**config.mk**
```make
export PLATFORM = sky130hd
export DESIGN_NAME = solenoid_alternator_timer_top
export DESIGN_NICKNAME = d
export VERILOG_FILES = /design/src/design/sat_pkg.sv /design/src/design/sat_divider.sv /design/src/design/solenoid_alternator_timer_top.sv
export SDC_FILE = /design/constraint.sdc
export NUM_CORES = 1
export LEC_CHECK = 0
export ABC_AREA = 1
export BUFFER_PORTS_ARGS = -buffer_cell sky130_fd_sc_hd__buf_4
export CORE_ASPECT_RATIO = 0.8
export CORE_MARGIN = 1.5
export CORE_UTILIZATION = 60
export CTS_CLUSTER_SIZE = 30
export DETAILED_ROUTE_END_ITERATION = 10
export PLACE_DENSITY = 0.85
export SLEW_MARGIN = 5
export SYNTH_ARGS = -nofsm -noshare
export SYNTH_HDL_FRONTEND = slang
export SYNTH_SLANG_ARGS = --single-unit
```
**constraint.sdc**
```tcl
create_clock -name clock -period 7.1 [get_ports clock]
set_input_delay 1.42 -clock clock [delete_from_list [all_inputs] [get_ports clock]]
set_output_delay 1.42 -clock clock [all_outputs]
set_load 0.005 [all_outputs]
```
**src/design/sat_pkg.sv**
```systemverilog
`timescale 1ns / 1ps

package sat_pkg;

   // fixed field and register widths
   localparam int CFG_RATE_BITS  = 4;
   localparam int SCALE_BITS     = 16;
   localparam int DIVIDE_BITS    = 3;
   localparam int CSR_ADDR_BITS  = 5;
   localparam int CSR_DATA_BITS  = 32;

   // defaults for the top level parameters
   localparam int COUNTER_BITS_DEF = 16;
   localparam int RATE_BITS_DEF    = 4;

   // register reset values
   localparam logic [CFG_RATE_BITS-1:0] RATE_MIN_RST       = 4'd1;
   localparam logic [CFG_RATE_BITS-1:0] RATE_MAX_RST       = 4'd8;
   localparam logic [SCALE_BITS-1:0]    PERIOD_SCALE_RST   = 16'd31250;
   localparam logic [DIVIDE_BITS-1:0]   FIRE_DIVIDE_RST    = 3'd5;
   localparam logic [DIVIDE_BITS-1:0]   SAMPLE_DIVIDE_RST  = 3'd5;
   localparam logic [SCALE_BITS-1:0]    INITIAL_RELOAD_RST = 16'd3036;

   // register index, taken from paddr word address
   typedef enum logic [2:0] {
      REG_RATE_MIN       = 3'd0,
      REG_RATE_MAX       = 3'd1,
      REG_PERIOD_SCALE   = 3'd2,
      REG_FIRE_DIVIDE    = 3'd3,
      REG_SAMPLE_DIVIDE  = 3'd4,
      REG_INITIAL_RELOAD = 3'd5
   } sat_reg_type;

   // serial divider states
   typedef enum logic [1:0] {
      DIV_IDLE = 2'b01,
      DIV_RUN  = 2'b10
   } sat_div_state_type;

   typedef struct packed {
      logic start;
   } sat_div_ctrl_type;

   typedef struct packed {
      logic busy;
      logic done;
   } sat_div_stat_type;

endpackage

```
**src/design/sat_divider.sv**
```systemverilog
`timescale 1ns / 1ps

// restoring divider, one quotient bit per cycle
module sat_divider import sat_pkg::*; #(
   parameter int NUM_BITS = SCALE_BITS + 1,
   parameter int DEN_BITS = RATE_BITS_DEF
) (
   input  logic                clock,
   input  logic                reset,
   input  sat_div_ctrl_type    ctrl,
   input  logic [NUM_BITS-1:0] numer,
   input  logic [DEN_BITS-1:0] denom,
   output sat_div_stat_type    stat,
   output logic [NUM_BITS-1:0] quotient
);

   localparam int CNT_BITS = (NUM_BITS > 1) ? $clog2(NUM_BITS) : 1;

   sat_div_state_type   state_ff, state_in;
   logic [CNT_BITS-1:0] cnt_ff, cnt_in;
   logic [NUM_BITS-1:0] num_ff, num_in;
   logic [DEN_BITS-1:0] den_ff, den_in;
   logic [DEN_BITS-1:0] rem_ff, rem_in;
   logic [DEN_BITS:0]   rem_shift;
   logic [DEN_BITS:0]   rem_diff;
   logic                take;
   logic                last;

   // shared subtract and compare step
   assign rem_shift = {rem_ff, num_ff[NUM_BITS-1]};
   assign rem_diff  = rem_shift - {1'b0, den_ff};
   assign take      = (rem_shift >= {1'b0, den_ff});
   assign last      = (cnt_ff == CNT_BITS'(NUM_BITS - 1));

   always_comb begin
      state_in = state_ff;
      cnt_in   = cnt_ff;
      num_in   = num_ff;
      den_in   = den_ff;
      rem_in   = rem_ff;
      unique case (state_ff)
         DIV_IDLE: begin
            if (ctrl.start) begin
               state_in = DIV_RUN;
               cnt_in   = '0;
               num_in   = numer;
               den_in   = denom;
               rem_in   = '0;
            end
         end
         DIV_RUN: begin
            num_in = {num_ff[NUM_BITS-2:0], take};
            rem_in = take ? rem_diff[DEN_BITS-1:0] : rem_shift[DEN_BITS-1:0];
            cnt_in = cnt_ff + 1'b1;
            if (last) begin
               state_in = DIV_IDLE;
            end
         end
         default: begin
            state_in = DIV_IDLE;
         end
      endcase
   end

   always_ff @(posedge clock) begin
      if (reset) begin
         state_ff <= DIV_IDLE;
         cnt_ff   <= '0;
      end else begin
         state_ff <= state_in;
         cnt_ff   <= cnt_in;
      end
      num_ff <= num_in;
      den_ff <= den_in;
      rem_ff <= rem_in;
   end

   // quotient is valid on the edge where done is high
   assign stat.busy = (state_ff == DIV_RUN);
   assign stat.done = (state_ff == DIV_RUN) && last;
   assign quotient  = num_in;

endmodule

```
**src/design/solenoid_alternator_timer_top.sv**
```systemverilog
`timescale 1ns / 1ps

// results: a taken request beat is registered in the output slot, or in the skid
//   slot while the output slot is held; requests: one beat per cycle while the skid
//   slot is empty; a stepping beat also starts the serial divider, which holds off
//   requests while it runs, whatever COUNTER_BITS is (one quotient bit per cycle)
// reset: synchronous, active high; registers and state take their documented
//   reset values at once, no clearing pass
module solenoid_alternator_timer_top import sat_pkg::*; #(
   parameter int COUNTER_BITS = COUNTER_BITS_DEF,
   parameter int RATE_BITS    = RATE_BITS_DEF
) (
   input  logic                     clock,
   input  logic                     reset,
   // request channel
   input  logic                     req_valid,
   output logic                     req_ready,
   input  logic                     req_timer_tick,
   input  logic                     req_sample_strobe,
   input  logic                     req_up_level,
   input  logic                     req_down_level,
   // result channel
   output logic                     rsp_valid,
   input  logic                     rsp_ready,
   output logic                     rsp_power_relay,
   output logic                     rsp_control_relay,
   output logic [CFG_RATE_BITS-1:0] rsp_current_rate,
   output logic                     rsp_fired,
   // register port
   input  logic                     csr_psel,
   input  logic                     csr_penable,
   input  logic                     csr_pwrite,
   input  logic [CSR_ADDR_BITS-1:0] csr_paddr,
   input  logic [CSR_DATA_BITS-1:0] csr_pwdata,
   output logic [CSR_DATA_BITS-1:0] csr_prdata,
   output logic                     csr_pready
);

   localparam int CMP_BITS = (RATE_BITS > CFG_RATE_BITS) ? RATE_BITS : CFG_RATE_BITS;
   localparam int NUM_BITS = SCALE_BITS + 1;
   localparam logic [RATE_BITS-1:0] RATE_TOP = {RATE_BITS{1'b1}};
   localparam logic [RATE_BITS-1:0] RATE_ONE = RATE_BITS'(1);

   typedef struct packed {
      logic                     power;
      logic                     control;
      logic [CFG_RATE_BITS-1:0] rate;
      logic                     fired;
   } rsp_type;

   // configuration registers
   logic [CFG_RATE_BITS-1:0] rate_min_ff, rate_min_in;
   logic [CFG_RATE_BITS-1:0] rate_max_ff, rate_max_in;
   logic [SCALE_BITS-1:0]    scale_ff, scale_in;
   logic [DIVIDE_BITS-1:0]   fire_div_ff, fire_div_in;
   logic [DIVIDE_BITS-1:0]   sample_div_ff, sample_div_in;
   logic [SCALE_BITS-1:0]    init_reload_ff, init_reload_in;

   // block state
   logic [COUNTER_BITS-1:0]  pcount_ff, pcount_in;
   logic [COUNTER_BITS-1:0]  reload_ff, reload_in;
   logic [DIVIDE_BITS-1:0]   ocount_ff, ocount_in, ocount_next;
   logic [DIVIDE_BITS-1:0]   scount_ff, scount_in, scount_next;
   logic                     last_up_ff, last_up_in;
   logic                     last_dn_ff, last_dn_in;
   logic [RATE_BITS-1:0]     rate_ff, rate_in, rate_mid;
   logic                     stage_ff, stage_in;
   logic                     power_ff, power_in;
   logic                     control_ff, control_in;
   logic                     fire_now;
   logic                     up_step;
   logic                     dn_step;

   // result slot and skid slot
   rsp_type                  out_ff, out_in;
   rsp_type                  skid_ff, skid_in;
   logic                     out_valid_ff, out_valid_in;
   logic                     skid_valid_ff, skid_valid_in;
   rsp_type                  result;

   logic                     req_accept;
   logic                     rsp_drain;
   logic                     csr_write;
   logic [2:0]               csr_index;

   sat_div_ctrl_type         div_ctrl;
   sat_div_stat_type         div_stat;
   logic [NUM_BITS-1:0]      div_numer;
   logic [NUM_BITS-1:0]      div_quot;

   assign csr_pready = 1'b1;
   assign csr_write  = csr_psel && csr_penable && csr_pwrite && csr_pready;
   assign csr_index  = csr_paddr[CSR_ADDR_BITS-1:2];

   assign req_ready  = !div_stat.busy && !skid_valid_ff;
   assign req_accept = req_valid && req_ready;
   assign rsp_drain  = out_valid_ff && rsp_ready;

   // register writes
   always_comb begin
      rate_min_in    = rate_min_ff;
      rate_max_in    = rate_max_ff;
      scale_in       = scale_ff;
      fire_div_in    = fire_div_ff;
      sample_div_in  = sample_div_ff;
      init_reload_in = init_reload_ff;
      if (csr_write) begin
         unique case (csr_index)
            REG_RATE_MIN:       rate_min_in    = csr_pwdata[CFG_RATE_BITS-1:0];
            REG_RATE_MAX:       rate_max_in    = csr_pwdata[CFG_RATE_BITS-1:0];
            REG_PERIOD_SCALE:   scale_in       = csr_pwdata[SCALE_BITS-1:0];
            REG_FIRE_DIVIDE:    fire_div_in    = csr_pwdata[DIVIDE_BITS-1:0];
            REG_SAMPLE_DIVIDE:  sample_div_in  = csr_pwdata[DIVIDE_BITS-1:0];
            REG_INITIAL_RELOAD: init_reload_in = csr_pwdata[SCALE_BITS-1:0];
            default: ;
         endcase
      end
   end

   // register reads
   always_comb begin
      unique case (csr_index)
         REG_RATE_MIN:       csr_prdata = CSR_DATA_BITS'(rate_min_ff);
         REG_RATE_MAX:       csr_prdata = CSR_DATA_BITS'(rate_max_ff);
         REG_PERIOD_SCALE:   csr_prdata = CSR_DATA_BITS'(scale_ff);
         REG_FIRE_DIVIDE:    csr_prdata = CSR_DATA_BITS'(fire_div_ff);
         REG_SAMPLE_DIVIDE:  csr_prdata = CSR_DATA_BITS'(sample_div_ff);
         REG_INITIAL_RELOAD: csr_prdata = CSR_DATA_BITS'(init_reload_ff);
         default:            csr_prdata = '0;
      endcase
   end

   // tick, overflow and relay alternation
   always_comb begin
      pcount_in   = pcount_ff;
      ocount_in   = ocount_ff;
      stage_in    = stage_ff;
      power_in    = power_ff;
      control_in  = control_ff;
      fire_now    = 1'b0;
      ocount_next = ocount_ff + 1'b1;
      if (req_accept && req_timer_tick) begin
         if (pcount_ff == {COUNTER_BITS{1'b1}}) begin
            pcount_in = reload_ff;
            ocount_in = ocount_next;
            if (ocount_next == fire_div_ff) begin
               ocount_in = '0;
               fire_now  = 1'b1;
               stage_in  = !stage_ff;
               if (!stage_ff) begin
                  control_in = !control_ff;
               end else begin
                  power_in = !power_ff;
               end
            end
         end else begin
            pcount_in = pcount_ff + 1'b1;
         end
      end
      // writing the initial reload restarts the period
      if (csr_write && csr_index == REG_INITIAL_RELOAD) begin
         pcount_in = COUNTER_BITS'(csr_pwdata[SCALE_BITS-1:0]);
      end
   end

   // button evaluation, up before down
   always_comb begin
      scount_in   = scount_ff;
      last_up_in  = last_up_ff;
      last_dn_in  = last_dn_ff;
      rate_in     = rate_ff;
      rate_mid    = rate_ff;
      up_step     = 1'b0;
      dn_step     = 1'b0;
      scount_next = scount_ff + 1'b1;
      if (req_accept && req_sample_strobe) begin
         scount_in = scount_next;
         if (scount_next == sample_div_ff) begin
            scount_in = '0;
            up_step = !last_up_ff && !req_up_level && (rate_ff != RATE_TOP) &&
                      (CMP_BITS'(rate_ff) < CMP_BITS'(rate_max_ff));
            rate_mid = up_step ? rate_ff + 1'b1 : rate_ff;
            dn_step = !last_dn_ff && !req_down_level && (rate_mid > RATE_ONE) &&
                      (CMP_BITS'(rate_mid) > CMP_BITS'(rate_min_ff));
            rate_in    = dn_step ? rate_mid - 1'b1 : rate_mid;
            last_up_in = req_up_level;
            last_dn_in = req_down_level;
         end
      end
   end

   // a rate step starts ceil(scale / rate) on the serial divider
   assign div_ctrl.start = up_step || dn_step;
   assign div_numer = NUM_BITS'(scale_ff) + NUM_BITS'(rate_in) - NUM_BITS'(1);

   sat_divider #(
      .NUM_BITS (NUM_BITS),
      .DEN_BITS (RATE_BITS)
   ) u_divider (
      .clock    (clock),
      .reset    (reset),
      .ctrl     (div_ctrl),
      .numer    (div_numer),
      .denom    (rate_in),
      .stat     (div_stat),
      .quotient (div_quot)
   );

   // reload is the counter span minus the period, or the written initial reload
   always_comb begin
      reload_in = reload_ff;
      if (csr_write && csr_index == REG_INITIAL_RELOAD) begin
         reload_in = COUNTER_BITS'(csr_pwdata[SCALE_BITS-1:0]);
      end else if (div_stat.done) begin
         reload_in = COUNTER_BITS'(0) - COUNTER_BITS'(div_quot);
      end
   end

   // result beat, with a skid slot behind the output register
   always_comb begin
      result.power   = power_in;
      result.control = control_in;
      result.rate    = CFG_RATE_BITS'(rate_in);
      result.fired   = fire_now;
      out_in         = out_ff;
      skid_in        = skid_ff;
      out_valid_in   = out_valid_ff;
      skid_valid_in  = skid_valid_ff;
      if (skid_valid_ff) begin
         if (rsp_drain) begin
            out_in        = skid_ff;
            skid_valid_in = 1'b0;
         end
      end else if (req_accept) begin
         if (!out_valid_ff || rsp_drain) begin
            out_in       = result;
            out_valid_in = 1'b1;
         end else begin
            skid_in       = result;
            skid_valid_in = 1'b1;
         end
      end else if (rsp_drain) begin
         out_valid_in = 1'b0;
      end
   end

   always_ff @(posedge clock) begin
      if (reset) begin
         rate_min_ff    <= RATE_MIN_RST;
         rate_max_ff    <= RATE_MAX_RST;
         scale_ff       <= PERIOD_SCALE_RST;
         fire_div_ff    <= FIRE_DIVIDE_RST;
         sample_div_ff  <= SAMPLE_DIVIDE_RST;
         init_reload_ff <= INITIAL_RELOAD_RST;
         pcount_ff      <= COUNTER_BITS'(INITIAL_RELOAD_RST);
         reload_ff      <= COUNTER_BITS'(INITIAL_RELOAD_RST);
         ocount_ff      <= '0;
         scount_ff      <= '0;
         last_up_ff     <= 1'b1;
         last_dn_ff     <= 1'b1;
         rate_ff        <= RATE_ONE;
         stage_ff       <= 1'b0;
         power_ff       <= 1'b1;
         control_ff     <= 1'b0;
         out_valid_ff   <= 1'b0;
         skid_valid_ff  <= 1'b0;
      end else begin
         rate_min_ff    <= rate_min_in;
         rate_max_ff    <= rate_max_in;
         scale_ff       <= scale_in;
         fire_div_ff    <= fire_div_in;
         sample_div_ff  <= sample_div_in;
         init_reload_ff <= init_reload_in;
         pcount_ff      <= pcount_in;
         reload_ff      <= reload_in;
         ocount_ff      <= ocount_in;
         scount_ff      <= scount_in;
         last_up_ff     <= last_up_in;
         last_dn_ff     <= last_dn_in;
         rate_ff        <= rate_in;
         stage_ff       <= stage_in;
         power_ff       <= power_in;
         control_ff     <= control_in;
         out_valid_ff   <= out_valid_in;
         skid_valid_ff  <= skid_valid_in;
      end
      out_ff  <= out_in;
      skid_ff <= skid_in;
   end

   assign rsp_valid         = out_valid_ff;
   assign rsp_power_relay   = out_ff.power;
   assign rsp_control_relay = out_ff.control;
   assign rsp_current_rate  = out_ff.rate;
   assign rsp_fired         = out_ff.fired;

   // no request beat while the divider runs
   assert property (@(posedge clock) disable iff (reset)
      div_stat.busy |-> !req_ready)
      else $error("request taken while divider busy");

   // every request beat leaves a result beat waiting
   assert property (@(posedge clock) disable iff (reset)
      req_accept |=> rsp_valid)
      else $error("request beat without result beat");

   // a firing flips exactly one relay
   assert property (@(posedge clock) disable iff (reset)
      (req_accept && fire_now) |=>
         ((power_ff != $past(power_ff)) != (control_ff != $past(control_ff))))
      else $error("firing did not flip one relay");

   // rate never reaches zero
   assert property (@(posedge clock) disable iff (reset)
      rate_ff != '0)
      else $error("rate dropped to zero");

endmodule

```
After elaboration in Yosys (flattened, before gate mapping)
Index checks and enable logic that the tools add are counted.

storage, ports and cells
  flip-flop bits (word level) = 141
  bits of input ports = 48
  output and inout bits = 42
  word-level logic and storage cells = 161

operators by class
  $add $sub $neg = 10
  order comparisons = 4
  equality and inequality tests = 16
  muxes and demuxes = 48
  bitwise logic cells = 2
  reductions and logical operators = 49

operator list
  kind                                                 count
  one-hot mux 16 bit (6 select lines)                  1
  2-to-1 mux 16 bit                                    5
  one-hot mux 17 bit (2 select lines)                  1
  2-to-1 mux 7 bit                                     4
  2-to-1 mux 4 bit                                     6
  2-to-1 mux 1 bit                                     22
  AND reduction 2 bit                                  11
  adder 16 x 4 -> 17 bit                               1
  2-to-1 mux 17 bit                                    1
  subtractor 17 x 1 -> 17 bit (second input constant)  1
  adder 16 x 1 -> 16 bit (second input constant)       1
  == test 16 bit (second input constant)               1
  subtractor 1 x 16 -> 16 bit (first input constant)   1
  logical AND 1 bit                                    15
  AND reduction 3 bit                                  4
  nonzero test 2 bit                                   6
  logical NOT 1 bit                                    10
  one-hot mux 5 bit (2 select lines)                   1
  one-hot mux 4 bit (2 select lines)                   1
  adder 3 x 1 -> 3 bit (second input constant)         2
  == test 3 x 2 -> 1 bit (second input constant)       2
  == test 3 bit                                        2
  == test 3 bit (second input constant)                2
  2-to-1 mux 3 bit                                     2
  other kinds (21)                                     26

Longest topological paths before layout
Gate-level depths: netlist of run 1.

  word-level depth = 18
  gate-level depth with buffers = 43
  gate-level depth less buffers = 43

Modules after synthesis
Synthesis of run 1 repeated with hierarchy kept, for this count alone.

second synthesis, totals
  cells, all modules = 1,084
  area, all modules = 8,035.2 sq um

modules (own cells, without submodules)
  module                         times used  cells each  area each (sq um)  seq. area each (sq um)
  solenoid_alternator_timer_top  1           872         6,323.6            2,322.2
  sat_divider                    1           212         1,711.6            720.7

Worst setup path after synthesis of run 1
OpenSTA, ideal clock, no wires.

  path kind = input-to-reg
  start = input port req_up_level
  end = register reload_ff[15]
  library setup time = 66 ps
  arrival time = 5,787 ps
  required time = 7,034 ps
  setup slack = 1,246 ps
  cell stages on the path = 36
  path buffers = 1
  cell sequence = nor2_1 > nand3_1 > nor2_4 > nand2_8 > nand2_1 > o21ai_2 > ha_1 > nand3_2 > inv_1 > nand2_1 > nand2_1 > nand2_4 > nand2_4 > nand2_4 > buf_6 > o21bai_1 > xor2_1 > ha_1 > inv_1 > ha_1 > inv_1 > fa_1 > o21ai_0 > a21o_1 > a21o_1 > a21oi_1 > or2_2 > nand3_1 > nand2_1 > nand2_2 > nand2_1 > nor2_1 > nand2_1 > o21bai_1 > nand3_1 > a21oi_2

on the way
  word-level cells in the longest chain between the ends = 18
  elaborated cells between the ends (all ways) = 25
  those cells by class = add/sub: 4; order compare: 2; mux: 12; reduce/logical: 7

ends and longest elaborated chain
  element                                 RTL line                              text
  start: declaration                      solenoid_alternator_timer_top.sv:20   input logic req_up_level,
  logical NOT 1 bit *                     solenoid_alternator_timer_top.sv:180  up_step = !last_up_ff && !req_up_level && (rate_ff != RATE_TOP) &&
  logical AND 1 bit * (3 in series)       solenoid_alternator_timer_top.sv:180
  2-to-1 mux 4 bit                        solenoid_alternator_timer_top.sv:182  rate_mid = up_step ? rate_ff + 1'b1 : rate_ff;
  greater-than comparator 4 x 1 -> 1 bit  solenoid_alternator_timer_top.sv:183  dn_step = !last_dn_ff && !req_down_level && (rate_mid > RATE_ONE) &&
  logical AND 1 bit (2 in series)         solenoid_alternator_timer_top.sv:183
  2-to-1 mux 4 bit                        solenoid_alternator_timer_top.sv:185  rate_in = dn_step ? rate_mid - 1'b1 : rate_mid;
  2-to-1 mux 4 bit                        solenoid_alternator_timer_top.sv:178  if (scount_next == sample_div_ff) begin
  2-to-1 mux 4 bit                        solenoid_alternator_timer_top.sv:176  if (req_accept && req_sample_strobe) begin
  adder 16 x 4 -> 17 bit                  solenoid_alternator_timer_top.sv:194  assign div_numer = NUM_BITS'(scale_ff) + NUM_BITS'(rate_in) - NUM_BITS'(1);
  subtractor 17 x 1 -> 17 bit             solenoid_alternator_timer_top.sv:194
  2-to-1 mux 17 bit *                     sat_divider.sv:43                     if (ctrl.start) begin
  one-hot mux 17 bit (2 select lines) *   sat_divider.sv:41                     unique case (state_ff)
  subtractor 1 x 16 -> 16 bit *           solenoid_alternator_timer_top.sv:215  reload_in = COUNTER_BITS'(0) - COUNTER_BITS'(div_quot);
  2-to-1 mux 16 bit *                     solenoid_alternator_timer_top.sv:214  end else if (div_stat.done) begin
  2-to-1 mux 16 bit *                     solenoid_alternator_timer_top.sv:212  if (csr_write && csr_index == REG_INITIAL_RELOAD) begin
  end signal: assignment                  solenoid_alternator_timer_top.sv:256  reload_ff <= COUNTER_BITS'(INITIAL_RELOAD_RST);
  end signal: assignment                  solenoid_alternator_timer_top.sv:275  reload_ff <= reload_in;
  end: declaration                        solenoid_alternator_timer_top.sv:61   logic [COUNTER_BITS-1:0] reload_ff, reload_in;

Mark *: on every way between the ends. The rest lies on a longest branch, timed or not. The select of a mux whose other input is x is not followed.
A chain may end at the register's enable or synchronous reset.

Final worst setup path of run 1
Same ends and word-level chain as after synthesis.

==> results of run 1 <==
sequential cells by signal, indices dropped and copies added, names as in the netlist, 4 cells and up:
name	cells
u_divider.num_ff	17
init_reload_ff	16
pcount_ff	16
reload_ff	16
scale_ff	16
skid_ff	7
u_divider.cnt_ff	5
rate_ff	4
rate_max_ff	4
rate_min_ff	4
rsp_current_rate	4
u_divider.den_ff	4
u_divider.rem_ff	4
per-layer routing:
layer | vias up | share of wire
met5 | - | 0
met4 | 0 | 0.027
met3 | 55 | 0.080
met2 | 367 | 0.46
met1 | 3720 | 0.43
li1 | 3904 | -
worst paths after layout:
check            startpoint  slack, ns            end  depth (start not counted)
min              last_dn_ff       0.46     last_dn_ff                          2
min reg2reg      last_dn_ff       0.46     last_dn_ff                          2
max reg2reg  rate_max_ff[3]       1.19  reload_ff[15]                         38
max            req_up_level       0.81  reload_ff[15]                         37
logic make-up (layout without fill, tap and decap cells):
| logic type | Yosys count | count (layout) | synth area share |
|---|---|---|---|
| AND/OR/NAND/NOR | 472 | 472 | 0.2677 |
| XOR/XNOR | 31 | 31 | 0.03209 |
| buffers and inverters | 229 | 269 | 0.1122 |
| adder cells (fa/ha/maj) | 39 | 39 | 0.05945 |
| AO/OA/AOI/OAI | 246 | 246 | 0.1668 |
| flip-flops | 141 | 141 | 0.3608 |
| other | 2 | 17 | 0.0008876 |
worst max-delay path: cells and delay by family:
kind	cells	cell delay, ns
AOI/OAI and AO/OA	8	1.14
xor gates and xnor gates	1	0.20
adders and majority gates	4	1.08
buffers and inverters	5	0.43
and+or+nand+nor	19	2.36
stage by stage:
stage	utilization	total power, mW
floorplan	-	1.837
global route	0.7029	3.281
detailed placement	0.6539	2.075
finish	0.7029	3.114
CTS	0.7029	3.100
global placement	0.6539	2.042
final cells by class:
type,count,share of cell area
Multi-Input combinational cell,805,0.4709
Sequential cell,141,0.3183
Inverter,174,0.06822
Clock buffer,23,0.05100
Timing Repair Buffer,63,0.04931
Tap cell,180,0.02348
Clock inverter,9,0.01878
power breakdown:
group          leakage [nW]  total, mW  internal [mW]  switching, mW
logic                  2.96       1.13          0.364          0.765
clock network         0.323       1.02          0.664          0.353
registers              1.17      0.968          0.905         0.0627
synthesized netlist by cell type (17+ instances only):
master / number / area (um2)
a21oi_1: 92 / 460.4
buf_4: 17 / 127.6
clkbuf_1: 31 / 116.4
dfxtp_1: 118 / 2362
edfxtp_1: 23 / 690.7
ha_1: 37 / 462.9
inv_1: 165 / 619.3
nand2_1: 199 / 747.0
nand2_2: 24 / 150.1
nand3_1: 71 / 355.3
nand4_1: 24 / 150.1
nor2_1: 76 / 285.3
nor3_1: 25 / 125.1
o211ai_1: 22 / 165.2
o21ai_0: 80 / 400.4
or2_2: 17 / 106.4
xor2_1: 20 / 175.2
==> summary.txt, run 1 <==
Placement
  – DP HPWL: 16430 um
  – Pre-CTS setup slack: 0.5000 ns
  – Buffers on Ports: 54
  – Area post-placement: 8922 um2
  – Placed Instances: 1363
  – RD Place Congestion: 0.9392

Floorplanning
  – Die Ht: 109.2 um
  – I/O Pins: 90
  – Core box area: 13650 um2
  – Die ar.: 14830 um2
  – Std cell rows: 38
  – Initial Util: 0.6200
  – Die X: 135.8 um

Clock tree
  – Root Driver: clkbuf_16
  – Clk Latency, worst-skew pair: 0.44 ns
  – CTS tree: done
  – Depth of the CTS H-tree: 4
  – Total CTS buffers: 17
  – Post-CTS setup buffers: 0
  – Reg clk slew, reported paths: 0.06 ns
  – CTS sink count: 141
  – Post_cts resized: 0
  – # hold bufs at CTS: 0
  – Maximum clock insertion buffer count: 2

Hold path
  – Hold WC Path Type: register to register

Cells and area
  – Area occupied by multi-input gates: 4517 um2
  – Area growth, synth to finish: 13.37%
  – Filler cells: 1087
  – Final #Nets: 1289
  – Flip-flop and latch area: 3053 um2
  – Layout cell share with drive strength beyond 1: 0.1399
  – Ant diodes: 0
  – Commonest non-fill, non-tap cell in the layout: nand2_1
  – Most frequent cells in the layout: nand2_1, inv_1, dfxtp_1, a21oi_1, o21ai_0
  – Final instance area: 9592 um2
  – Non-filler instance count after layout: 1395

Critical path
  – Crit-path max FO: 17
  – Critical Path End Type: register
  – Most used cell, CP: nand2_1
  – CP max stage cell: fa_1
  – Startpoint class of the critical path: primary input
  – CP required: 7.47 ns
  – Critical Path Max Stage Delay: 0.40 ns
  – Crit path DAT: 6.66 ns
  – Setup Crit Path Kind: primary input to register

Synth
  – Ys async rst share: 0
  – Synthesized area: 8461 um2
  – Seq/Total Area, Yosys: 0.3608
  – Ys Warns: 0
  – Synth Register Bits: 141
  – Syn Inst Count: 1160
  – Post-synth cell types: 52
  – Synthesized area per cell: 7.294 um2
  – EDFF count, synth: 23
  – Synth Flop Type: dfxtp_1

STA
  – Slew headroom: 0.2096
  – Fin. Hold Viols: 0
  – RSZ-0062 raised after global routing: no
  – FMAX: 159.0 MHz
  – Setup-failing EPs final: 0
  – Fin Clk Skew: 0.008552 ns
  – Tmin final: 6.288 ns
  – Setup TNS: 0 ns
  – Worst setup margin: 0.8119 ns
  – Slew Viols, Final: 0
  – WHS: 0.4555 ns
  – Worst Tran Pin Value: 1.186 ns
  – Final period utilization: 0.8856

Global route
  – Met1 Resource Use GR: 0.4259
  – Most Crowded Layer GR: met2
  – Vias in the first global route: 7284
  – Largest net degree at the start of global routing: 53
  – GR Util met3: 0.05532
  – Met2 usage: 0.5083
  – First-pass GRT wire length: 35890 um
  – Initial antenna violation count: 0
  – Total track usage: 0.3160
  – Grt ovf: 0

Power
  – PwrDens: 324.7 nW/um2
  – Static Leakage: 4.455 nW
  – Maximum VDD drop: 0.3019 mV

Drt
  – Vias: 8046
  – DR pass1 iterations: 7
  – Via density: 5.768
  – DRT Wirelength: 23000 um
  – Remaining antenna violation count: 0
  – DR WL/cell: 16.48 um
  – DRC: 0
  – Initial DRC count: 904

Outcome
  – Run status: finished, final reports clean

Run
  – Max Cap Viol: 0
Note: power is estimated with default switching activity, not from simulation.
==> inputs of run 2 (changes only) <==
- ABC_AREA: 1 -> default
- GPL_ROUTABILITY_DRIVEN: default -> 0
==> run 2 against run 1 <==
Clock skew decreased by 0.0022 ns. Worst hold slack got worse by 0.0051 ns. Worst setup slack worse by 0.69 ns. Die area down 1.7%. Global-route usage up 0.53 points. Synthesized cell count decreased by 14%. First-iteration DRC count fell by 7.2%. Combinational power decreased by 83%. Sequential power is 12% lower. Fmax is 9.9% lower. Critical path type unchanged. Register-to-register slack got worse by 0.86 ns. Synthesized area fell by 1.7%.
==> summary.txt, run 2 <==
Clock tree
  – Reg clk slew, reported paths: 0.06 ns
  – Total CTS buffers: 17
  – Clk Latency, worst-skew pair: 0.43 ns
  – # hold bufs at CTS: 0
  – CTS tree: done
  – Root Driver: clkbuf_16
  – Maximum clock insertion buffer count: 2
  – CTS sink count: 141
  – Depth of the CTS H-tree: 4

Cells and area
  – Final #Nets: 1160
  – Top reg by flops: u_divider.num_ff
  – Post-Route Utilization: 0.7327
  – Area growth, synth to finish: 19.43%
  – Filler cells: 978
  – Layout cell share with drive strength beyond 1: 0.1915
  – Max reg flops: 17
  – Commonest non-fill, non-tap cell in the layout: dfxtp_1
  – Most frequent cells in the layout: dfxtp_1, nand2_1, buf_4, nor2_1, a21oi_1
  – Ant diodes: 0

Synth
  – Syn Inst Count: 996
  – Post-synth cell types: 80
  – Most common cell in the netlist: dfxtp_1
  – Ys async rst share: 0
  – Seq/Total Area, Yosys: 0.3672
  – Ys Warns: 0
  – Synth Flop Type: dfxtp_1
  – Synth cell count leaders: dfxtp_1, nand2_1, nor2_1
  – Cell taking the most area after synthesis: dfxtp_1
  – Synth Register Bits: 141
  – Most area-consuming cells after synthesis: dfxtp_1, edfxtp_1, ha_1, nand2_1, a21oi_1
  – EDFF count, synth: 23
  – Synthesized area: 8313 um2
  – Synthesized area per cell: 8.346 um2
  – Top-area cell type share of the netlist area: 0.2842

STA
  – Setup-failing EPs final: 0
  – Slew Viols, Final: 0
  – RSZ-0062 raised after global routing: yes
  – Fin. Hold Viols: 0
  – Slew headroom: 0.2291
  – Worst setup margin: 0.1247 ns
  – Tmin final: 6.975 ns
  – FMAX: 143.4 MHz
  – Fin Clk Skew: 0.006398 ns
  – Worst Tran Pin Value: 1.152 ns
  – Setup TNS: 0 ns
  – Final period utilization: 0.9824

Power
  – Total chip power: 2.078 mW
  – Static Leakage: 4.119 nW
  – Maximum VDD drop: 0.1815 mV
  – PwrDens: 209.3 nW/um2

Global route
  – Largest net degree at the start of global routing: 83
  – Total track usage: 0.3213
  – Initial antenna violation count: 0
  – Vias in the first global route: 7415
  – Grt ovf: 0
  – First-pass GRT wire length: 36760 um

Hold path
  – Hold WC Path Type: register to register

Critical path
  – Critical Path End Type: register
  – Crit-path max FO: 3
  – Startpoint class of the critical path: primary input
  – CP max stage cell: or4b_4
  – Critical Path Max Stage Delay: 0.51 ns
  – Crit path DAT: 7.31 ns
  – CP required: 7.44 ns
  – Setup Crit Path Kind: primary input to register

Placement
  – Pre-CTS setup slack: -0.3086 ns
  – DP HPWL: 15000 um
  – Buffers on Ports: 54

Drt
  – Remaining antenna violation count: 0
  – DR WL/cell: 18.23 um
  – DRT Wirelength: 23070 um
  – Initial DRC count: 839
  – Vias: 7873
  – DRC: 0
  – DR pass1 iterations: 6
  – Via density: 6.219

Floorplanning
  – Core box area: 13550 um2
  – Std cell rows: 38
  – Die Ht: 108.3 um
  – I/O Pins: 90
  – Die ar.: 14570 um2
  – Initial Util: 0.6135
  – Die X: 134.6 um

Run
  – Max Cap Viol: 0

Outcome
  – Run status: finished, final reports clean
==> run 2: worst paths after layout <==
path / slack, ns / end / cells after the start / startpoint
max: 0.12 / reload_ff[12] / 27 / req_up_level
min: 0.45 / init_reload_ff[8] / 2 / init_reload_ff[8]
max reg2reg: 0.33 / reload_ff[12] / 27 / rate_ff[2]
min reg2reg: 0.45 / init_reload_ff[8] / 2 / init_reload_ff[8]
==> run 2: stage by stage <==
stage | cell area [um2] | cells | hold slack, ns
finish | 9928 | 1266 | 0.4504
global route | 9928 | 1266 | 0.4694
CTS | 9779 | 1264 | 0.4479
detailed placement | 9076 | 1231 | 0.4355
global placement | 9076 | 1231 | 0.4312
floorplan | 8401 | 1011 | 0.4176
==> run 2: cell families (layout without fill, tap and decap cells) <==
group | Yosys count | in the layout | synth area share
flip-flops | 141 | 141 | 0.3672
adder cells (fa/ha/maj) | 41 | 41 | 0.06321
buffers and inverters | 131 | 206 | 0.07014
other | 2 | 17 | 0.0009034
multiplexers | 27 | 27 | 0.03387
XOR/XNOR | 43 | 43 | 0.04530
AO/OA/AOI/OAI | 269 | 269 | 0.2205
AND/OR/NAND/NOR | 342 | 342 | 0.1988
==> run 2: worst max-delay path: cells and delay by family <==
family                   cells  cell delay (ns)
AO/OA/AOI/OAI                9             2.21
XOR/XNOR                     2             0.31
adder cells (fa/ha/maj)      3             0.85
buffers and inverters        3             0.40
multiplexers                 3             0.71
AND/OR/NAND/NOR              7             1.39
==> run 2: where the power goes <==
group / internal, mW / leakage (nW) / switching, mW / total, mW
logic: 0.0862 / 2.62 / 0.110 / 0.196
clock network: 0.668 / 0.331 / 0.359 / 1.03
registers: 0.833 / 1.17 / 0.0209 / 0.854
total: 1.59 / 4.12 / 0.490 / 2.08
==> run 2: repair_timing <==
action,in CTS,in global routing
resized for setup,3,37
setup endpoints to repair,5,11
hold endpoints to repair,0,0
cloned,0,0
buffers inserted,1,2
pin swaps,0,29
==> run 2: final cells by class <==
| cell class | instances | area, um2 | share of cell area |
|---|---|---|---|
| Clock buffer | 25 | 536.8 | 0.05406 |
| Clock inverter | 7 | 145.1 | 0.01462 |
| Inverter | 70 | 262.8 | 0.02647 |
| Multi-Input combinational cell | 739 | 4925 | 0.4960 |
| Sequential cell | 141 | 3053 | 0.3075 |
| Tap cell | 180 | 225.2 | 0.02268 |
| Timing Repair Buffer | 104 | 780.7 | 0.07864 |
==> run 2: layer usage <==
| layer | global-route usage | up-vias | part of all wire |
|---|---|---|---|
| li1 | - | 3663 | - |
| met1 | 0.4164 | 3708 | 0.41 |
| met2 | 0.5092 | 422 | 0.46 |
| met3 | 0.06423 | 80 | 0.080 |
| met4 | 0.1728 | 0 | 0.044 |
| met5 | 0 | - | 0 |
==> inputs of run 3 (changes only) <==
- PLACE_DENSITY: 0.85 -> 0.81
==> run 3 against run 2 <==
First-iteration DRC count fell by 24%. Final cell count rose by 0.95%. Total power fell by 8.2%. Via count fell by 1.8%. Fmax fell by 0.24%. Register-to-register slack got worse by 0.11 ns. Non-clock buffer count rose by 11. Clock power fell by 17%. Critical path type unchanged. Critical endpoint is now reload_ff[14].
==> summary.txt, run 3 (same netlist as run 2, synthesis figures left out) <==
Global route
  – GR Util met3: 0.06188
  – Most Crowded Layer GR: met2
  – Largest net degree at the start of global routing: 83
  – Met2 usage: 0.4821
  – Grt ovf: 0
  – Total track usage: 0.2940
  – Initial antenna violation count: 1
  – Met1 Resource Use GR: 0.3904
  – Vias in the first global route: 6934
  – First-pass GRT wire length: 33690 um

Critical path
  – CP max stage cell: or4_1
  – Delay-heaviest family, CP: simple AND/OR/NAND/NOR gates
  – Crit-path max FO: 5
  – Startpoint class of the critical path: primary input
  – Critical Path End Type: register
  – Critical Path Max Stage Delay: 0.55 ns
  – Crit path DAT: 7.31 ns
  – CP Buf/Inv Count: 4
  – Setup Crit Path Kind: primary input to register
  – CP required: 7.41 ns

Floorplanning
  – I/O Pins: 90
  – Die Ht: 108.3 um
  – Die ar.: 14570 um2
  – Die X: 134.6 um
  – Core box area: 13550 um2
  – Std cell rows: 38
  – Initial Util: 0.6135

Drt
  – Vias: 7733
  – Initial DRC count: 634
  – Remaining antenna violation count: 0
  – DR WL/cell: 17.19 um
  – DR pass1 iterations: 5
  – DRC: 0
  – Via density: 6.051
  – DRT Wirelength: 21970 um

STA
  – FMAX: 143.0 MHz
  – Final period utilization: 0.9848
  – Slew Viols, Final: 0
  – WHS: 0.4429 ns
  – Fin. Hold Viols: 0
  – Fin Clk Skew: 0.01097 ns
  – RSZ-0062 raised after global routing: yes
  – Setup-failing EPs final: 0
  – Worst Tran Pin Value: 1.147 ns
  – Slew headroom: 0.2325
  – Tmin final: 6.992 ns

Run
  – Max Cap Viol: 0

Cells and area
  – Final #Nets: 1171
  – Commonest non-fill, non-tap cell in the layout: dfxtp_1
  – Top reg by flops: u_divider.num_ff
  – Flip-flop and latch area: 3053 um2
  – Area occupied by multi-input gates: 4873 um2
  – Layout cell share with drive strength beyond 1: 0.1869
  – Post-Route Utilization: 0.7269
  – Area growth, synth to finish: 18.48%
  – Non-filler instance count after layout: 1278
  – Filler cells: 1010
  – Max reg flops: 17
  – Final instance area: 9849 um2
  – Most frequent cells in the layout: dfxtp_1, buf_4, nand2_1, nor2_1, a21oi_1

Clock tree
  – Total CTS buffers: 17
  – Maximum clock insertion buffer count: 2
  – CTS sink count: 141
  – Root Driver: clkbuf_16
  – # hold bufs at CTS: 0
  – Clk Latency, worst-skew pair: 0.43 ns
  – CTS tree: done
  – Reg clk slew, reported paths: 0.06 ns
  – Depth of the CTS H-tree: 4

Power
  – Maximum VDD drop: 0.1710 mV
  – PwrDens: 193.7 nW/um2
  – Static Leakage: 4.118 nW

Placement
  – Buffers on Ports: 54
  – DP HPWL: 14800 um
  – Area post-placement: 9126 um2
  – Placed Instances: 1237

Outcome
  – Run status: finished, final reports clean

Hold path
  – Hold WC Path Type: register to register
-- run 3: cell type report --
| cell class | instances | share of cell area |
|---|---|---|
| clock buffers | 18 | 0.04573 |
| multi-input cells | 739 | 0.4948 |
| repair buffers | 115 | 0.08803 |
| flip-flops and latches | 141 | 0.3100 |
| inverters | 70 | 0.02668 |
| clock inverters | 14 | 0.01169 |
| diodes | 1 | 0.0002541 |
| well taps | 180 | 0.02287 |
-- run 3: tightest hold or removal path, stage by stage, from the launching register on --
cell	delay [ns]
dfxtp_1	0.31
nand2_1	0.05
nand2_1	0.04
-- run 3: what timing repair did --
item	4_1_cts	5_1_grt
endpoints found under the setup margin	0	8
endpoints found under the hold margin	0	0
resized for setup	0	27
setup buffers	0	9
-- run 3: metrics by stage --
stage | setup slack (ns) | power, mW | setup TNS (ns)
floorplan | 0.06201 | 0.9807 | 0
global placement | -0.2068 | 1.046 | -0.9637
detailed placement | -0.2930 | 1.049 | -1.479
CTS | 0.0005511 | 1.897 | 0
global route | -0.1411 | 1.971 | -0.6476
finish | 0.1077 | 1.907 | 0
-- run 3: worst paths after layout --
| kind | from | endpoint | slack (ns) | cells after the start |
|---|---|---|---|---|
| worst max-delay path | req_up_level | reload_ff[14] | 0.11 | 31 |
| worst min-delay path | init_reload_ff[8] | init_reload_ff[8] | 0.44 | 2 |
| worst max register to register | rate_ff[2] | reload_ff[14] | 0.22 | 31 |
| worst min register to register | init_reload_ff[8] | init_reload_ff[8] | 0.44 | 2 |
-- run 3: routing by layer --
metal / up-vias / routed length [um]
li1: 3683 / -
met1: 3671 / 9562
met2: 332 / 10280
met3: 47 / 1610
met4: 0 / 521
met5: - / 0
-- run 3: where the power goes --
| part | internal [mW] | total [mW] | switching (mW) |
|---|---|---|---|
| registers | 0.833 | 0.852 | 0.0195 |
| clock network | 0.501 | 0.858 | 0.357 |
| logic | 0.0888 | 0.197 | 0.108 |
| total | 1.42 | 1.91 | 0.485 |
